[src/hdl/depq_ram.sv]
// ----------------------------------------------------------------------------
// depq_ram
// Generic single-clock RAM, one write and one registered read port.
// ----------------------------------------------------------------------------
`default_nettype none

module depq_ram #(
  parameter int unsigned WIDTH = 8,
  parameter int unsigned DEPTH = 16
) (
  input  wire logic                     clk_i,
  input  wire logic                     we_i,
  input  wire logic [$clog2(DEPTH)-1:0] waddr_i,
  input  wire logic [WIDTH-1:0]         wdata_i,
  input  wire logic                     re_i,
  input  wire logic [$clog2(DEPTH)-1:0] raddr_i,
  output logic      [WIDTH-1:0]         rdata_o
);

  logic [WIDTH-1:0] mem [DEPTH];

  always_ff @(posedge clk_i) begin
    if (we_i) begin
      mem[waddr_i] <= wdata_i;
    end
    if (re_i) begin
      rdata_o <= mem[raddr_i];
    end
  end

endmodule

`default_nettype wire

[config.mk]
export PLATFORM = sky130hd
export DESIGN_NAME = depq_ram
export DESIGN_NICKNAME = d
export VERILOG_FILES = /design/src/hdl/depq_ram.sv
export SDC_FILE = /design/constraint.sdc
export NUM_CORES = 1
export LEC_CHECK = 0
export BUFFER_PORTS_ARGS = -buffer_cell sky130_fd_sc_hd__buf_2
export CAP_MARGIN = 20
export CORE_AREA = 2 2 148 150
export DETAILED_ROUTE_END_ITERATION = 10
export DIE_AREA = 0 0 150 152
export SLEW_MARGIN = 5
export SYNTH_ARGS = -nofsm -noshare
export SYNTH_HDL_FRONTEND = slang
export SYNTH_SLANG_ARGS = --single-unit
[constraint.sdc]
create_clock -name clk_i -period 3.8 [get_ports clk_i]
set_input_delay 0.19 -clock clk_i [delete_from_list [all_inputs] [get_ports clk_i]]
set_output_delay 0.19 -clock clk_i [all_outputs]
set_load 0.1 [all_outputs]
# ---- Word-level counts from Yosys, hierarchy flattened
# Memory sizes are Yosys's and may differ from the RTL's. A register that Yosys moved wholly into a read port is not among the register bits.
# Index checks and enable logic that the tools add are counted.
dict set report totals {
  ram_bits 128
  word_cells 3
  register_bits 0
  n_memories 1
}
# memory depth width rd rd_ports_with_merged_regs write_ports line_no
set mem_list {}
lappend mem_list {mem 16 8 1 1 1 20} ;# logic [WIDTH-1:0] mem [DEPTH];
dict set report op_classes {
  n_mux 2
}
# cell count
set op_table {}
lappend op_table {{1-bit 2-to-1 mux} 2}

# ---- Longest topological paths before layout
dict set report depth {
  depth_word 2
  ltp_mapped 5
  ltp_nobuf 3
}

# ---- Least setup slack after synthesis
# OpenSTA, ideal clock, no wires.
dict set report synth_timing {
  kind {input to register}
  startpoint {input waddr_i[2]}
  endpoint {memory mem[0][0], enable pin}
  slack_ns 2.117
  setup_time_ns 0.383
  arrival_time_ns 1.300
  stages 2
  path_cell_list {or3b_2 -> nor3_1}
}
# item line_no
set synth_lines {}
lappend synth_lines {{start, declared} 13} ;# input wire logic [$clog2(DEPTH)-1:0] waddr_i,
lappend synth_lines {{end, declared} 20}
# No word-level cell before the write port.

# ---- Final worst setup path
dict set report layout_timing {
  startpoint {input waddr_i[2]}
  endpoint {memory mem[2][5], enable pin}
}
# No word-level cell before the write port.

==> results <==
- The count of input and output buffers is 26.
- Of all cell types, the one taking the most synthesized area is sky130_fd_sc_hd__edfxtp_1.
- The worst setup path category is in -> reg.
- TritonCTS built the clock tree.
- The clock latency at the later pin of the worst-skew pair is 400 ps.
- The endpoint of the worst hold-timing path is mem[14][4].
- The row count is 54.
- In this run the worst hold path is classified as in -> reg.
- The power per cell area is 557.7 nW/um2.
- The number of max-slew violations in the final report is 0.
- In this run, the number of DRC markers left after iteration 0 of detailed routing was 267.
- Of the synthesized area, sequential elements account for 78.12%.
- The pin count of the biggest net entering global routing is 33.
- The worst-case register-to-register setup slack is 2330 ps.
- In this run the worst path has a maximum fanout of 8.
- Gates resized during post-CTS repair numbered 0.
- Of the total synthesized cell area, the portion taken by XOR and XNOR cells is 0%.
- Setup repair after global routing left no endpoint under its margin.
- The dominant combinational cell family by area after synthesis is multiplexers.
- The fraction of the mapped netlist area in compound gates is 2.298%.
- The adder-cell area share of the yosys netlist is 0%.
- The global-route wire length before repair is 16.03 mm.
- The netlist area before placement is 5228 um2.
- The largest individual stage delay along the critical path comes from the cell sky130_fd_sc_hd__nor2_1.
- The core region is 21350 um2.
- For this block, the routed nets add up to 10.61 mm of wire.
- The floorplan step set the die height to 152 um.
- Yosys attributes the largest share of cell area to sky130_fd_sc_hd__edfxtp_1 78%, sky130_fd_sc_hd__mux4_2 7.8%, sky130_fd_sc_hd__mux4_1 7.0%.
- The post-synthesis register bit count is 136.
- The worst relative slew slack is 25.26%.
- The total number of clock tree sinks is 136.
- The initial cell density of the core is 24.48%.
- After technology mapping, the gate count stands at 229.
- In this run, CTS created clock tree buffers numbering 17.
- The layout has 2107 filler cells.
- The kind of end point of the critical path is a flip-flop.
- Counting instances, the worst hold path has a depth of 1.
- The via count of the first global-routing pass is 2546.
- For the final routed database, the setup TNS stands at 0 ps.
- Overall power consumption after layout is estimated at 3.490 mW.
- The total leakage power is 2.008 nW.
- The initial antenna violation count was 1.
- After detailed placement, the total cell area comes to 5642 um2.
- Max-cap violations in this run came to 0.
- The die area is 22800 um2.
- The routed length per instance is 18.94 um.
- The critical path goes through buf_2 > or3b_2 > nor2_1.
- Measured along the x axis, the die boundary spans 150 um.
- Clock skew on the completed layout was measured at 6.867 ps.
- Counting cells, the worst reg-to-reg path comes to 3.
- The layout cell share with drive strength beyond 1 is 29.03%.
- On the worst path, the slowest cell contributes a delay of 820 ps.
- During synthesis, Yosys emitted a total of 0 warnings.
- The via count of the routed design is 2402.
- The simple logic cell fraction of the synthesized area is 3.135%.
- The hold-fix buffer count after cts is 0.
- The number of nets in the finished design is 285.
- The post-route clock period utilization is 43.14%.
- A synthesized cell averages 22.83 um2.
- The boundary pin count is 27.
- The net count after synthesis is 248.
- The count of final setup violators is 0.
- The worst hold path begins at wdata_i[4].
- The first detailed-routing pass ran for 4 iterations.
- STA puts the critical path data arrival time at 1650 ps.
- The tightest hold path in the finished design has a slack of 158.4 ps.
- The CTS root buffer is sky130_fd_sc_hd__clkbuf_16.
- The post-route cell area is 6259 um2.
- After clock tree synthesis, the clock-pin slew on the worst setup and hold paths is 60 ps.
- The sum of buffers and inverters on the critical path is 1.
- The shortest clock period the worst path allows after layout is 1639 ps.
- For this run, the top clock speed supported by timing is 0.6101 GHz.
- In the global route stage, overall resource usage came out at 9.816%.
- The maximum buffer depth of the clock tree is 2.
- Yosys mapped the design onto 18 distinct sky130hd cell types.
- The layout overhead on the synthesized area is 19.72%.
- Data on the critical path is required at its endpoint by 3820 ps.
- The total count of hold-check failures in the final report came to 0.
- The H-tree level count is 4.
- The flow ran to the end, and the final reports show no timing, DRC or antenna violations.
- The number of setup buffers added after CTS is 0.
- The total overflow reported by the global router is 0.
- After synthesis, the share of cell area in mux cells is 14.79%.
- In this run the critical register-to-register path is launched from mem[1][5].
- The maximum ir drop on the vdd rail is 262.9 uV.
- In this design, the largest share of critical-path delay is due to simple AND/OR/NAND/NOR gates.
- After synthesis, the largest area contributor takes up 78.12% of total cell area.
- The sum of net half-perimeters after detailed placement is 6.561 mm.
- At the pin with the least slew margin, the transition time is 1117 ps.
- The startpoint kind of the worst setup timing path is a primary input.
- The post-detailed-route count of antenna-violating nets is 0.
- Dividing the detail-routed via count by the number of cells gives 4.289.
- After detailed routing, the number of remaining DRC violations is 0.
- The core utilization of the finished layout is 29.31%.
- The reg-to-reg endpoint is rdata_o[5].
- The final RePlAce weighted congestion is 0.7024.
[final cells by class]
| class | instances | area [um2] | share of cell area, % |
|---|---|---|---|
| flip-flops and latches | 136 | 4084 | 65.25 |
| multi-input cells | 83 | 1077 | 17.21 |
| clock buffers | 18 | 429.2 | 6.857 |
| well taps | 280 | 350.3 | 5.598 |
| clock inverters | 14 | 157.7 | 2.519 |
| repair buffers | 28 | 157.7 | 2.519 |
| diodes | 1 | 2.502 | 0.03998 |
[flip-flops by register name, indices dropped and copies added (netlist names)]
| signal | cells |
|---|---|
| mem | 128 |
| rdata_o | 8 |
[where the power goes]
group          internal, mW  leakage, nW  switching (mW)  total [mW]
logic                0.0605        0.492           0.138       0.198
clock network          1.02        0.279           0.569        1.59
registers              1.69         1.24         0.00953        1.70
[metal layers]
layer	vias to the layer above	share of wire, %	track usage [%]
met4	0	1.3	3.684
met2	87	46	13.79
met3	11	7.5	2.763
met1	1245	45	14.42
li1	1059	-	-
met5	-	0	0
[worst max-delay path by stage]
stage                from         end  slack (ps)  cells past startpoint
4_1_cts        raddr_i[0]  rdata_o[0]        1920                      4
6_report       waddr_i[2]   mem[2][5]        2160                      3
2_1_floorplan  waddr_i[2]   mem[0][0]        2120                      2
3_5_place_dp   raddr_i[0]  rdata_o[0]        1490                      4
5_1_grt        waddr_i[2]   mem[2][7]        2090                      3
3_3_place_gp   raddr_i[0]  rdata_o[5]        1460                      4
[logic make-up (layout without fill, tap and decap cells)]
logic type / after synthesis / count (layout)
other: 0 / 1
AOI/OAI and AO/OA: 16 / 16
and+or+nand+nor: 35 / 35
buffers and inverters: 10 / 60
DFF: 136 / 136
muxes: 32 / 32
[worst reg2reg max path: stages (launching register included)]
cell and delay (ps):
sky130_fd_sc_hd__edfxtp_1 360, sky130_fd_sc_hd__mux4_1 510, sky130_fd_sc_hd__a22oi_1 240, sky130_fd_sc_hd__nand2_1 110
[placed cells by master (no fill, tap or decap), drive strengths merged]
cell,synthesis,layout
a22oi,16,16
and2,1,1
and2b,1,1
buf,7,28
bufinv,0,3
clkbuf,0,18
clkinv,0,7
clkinvlp,0,4
diode,0,1
edfxtp,136,136
mux4,32,32
nand2,9,9
nand2b,2,2
nand3,1,1
nand3b,2,2
nor2,13,13
nor2b,1,1
nor3,4,4
or3b,1,1
[through the flow]
stage | setup WS [ps] | cells
5_1_grt | 2091 | 559
3_5_place_dp | 1488 | 525
6_report | 2161 | 560
2_1_floorplan | 2117 | 229
3_3_place_gp | 1463 | 525
4_1_cts | 1917 | 557
[cell usage after synthesis (all sizes together)]
cell type      count
or3b               1
and2b              1
nand2              9
nand3b             2
nand2b             2
and2               1
nor3               4
nor2b              1
clkdlybuf4s25      3
mux4              32
nor2              13
a22oi             16
edfxtp           136
buf                7
nand3              1
(Power assumes the default switching activity.)
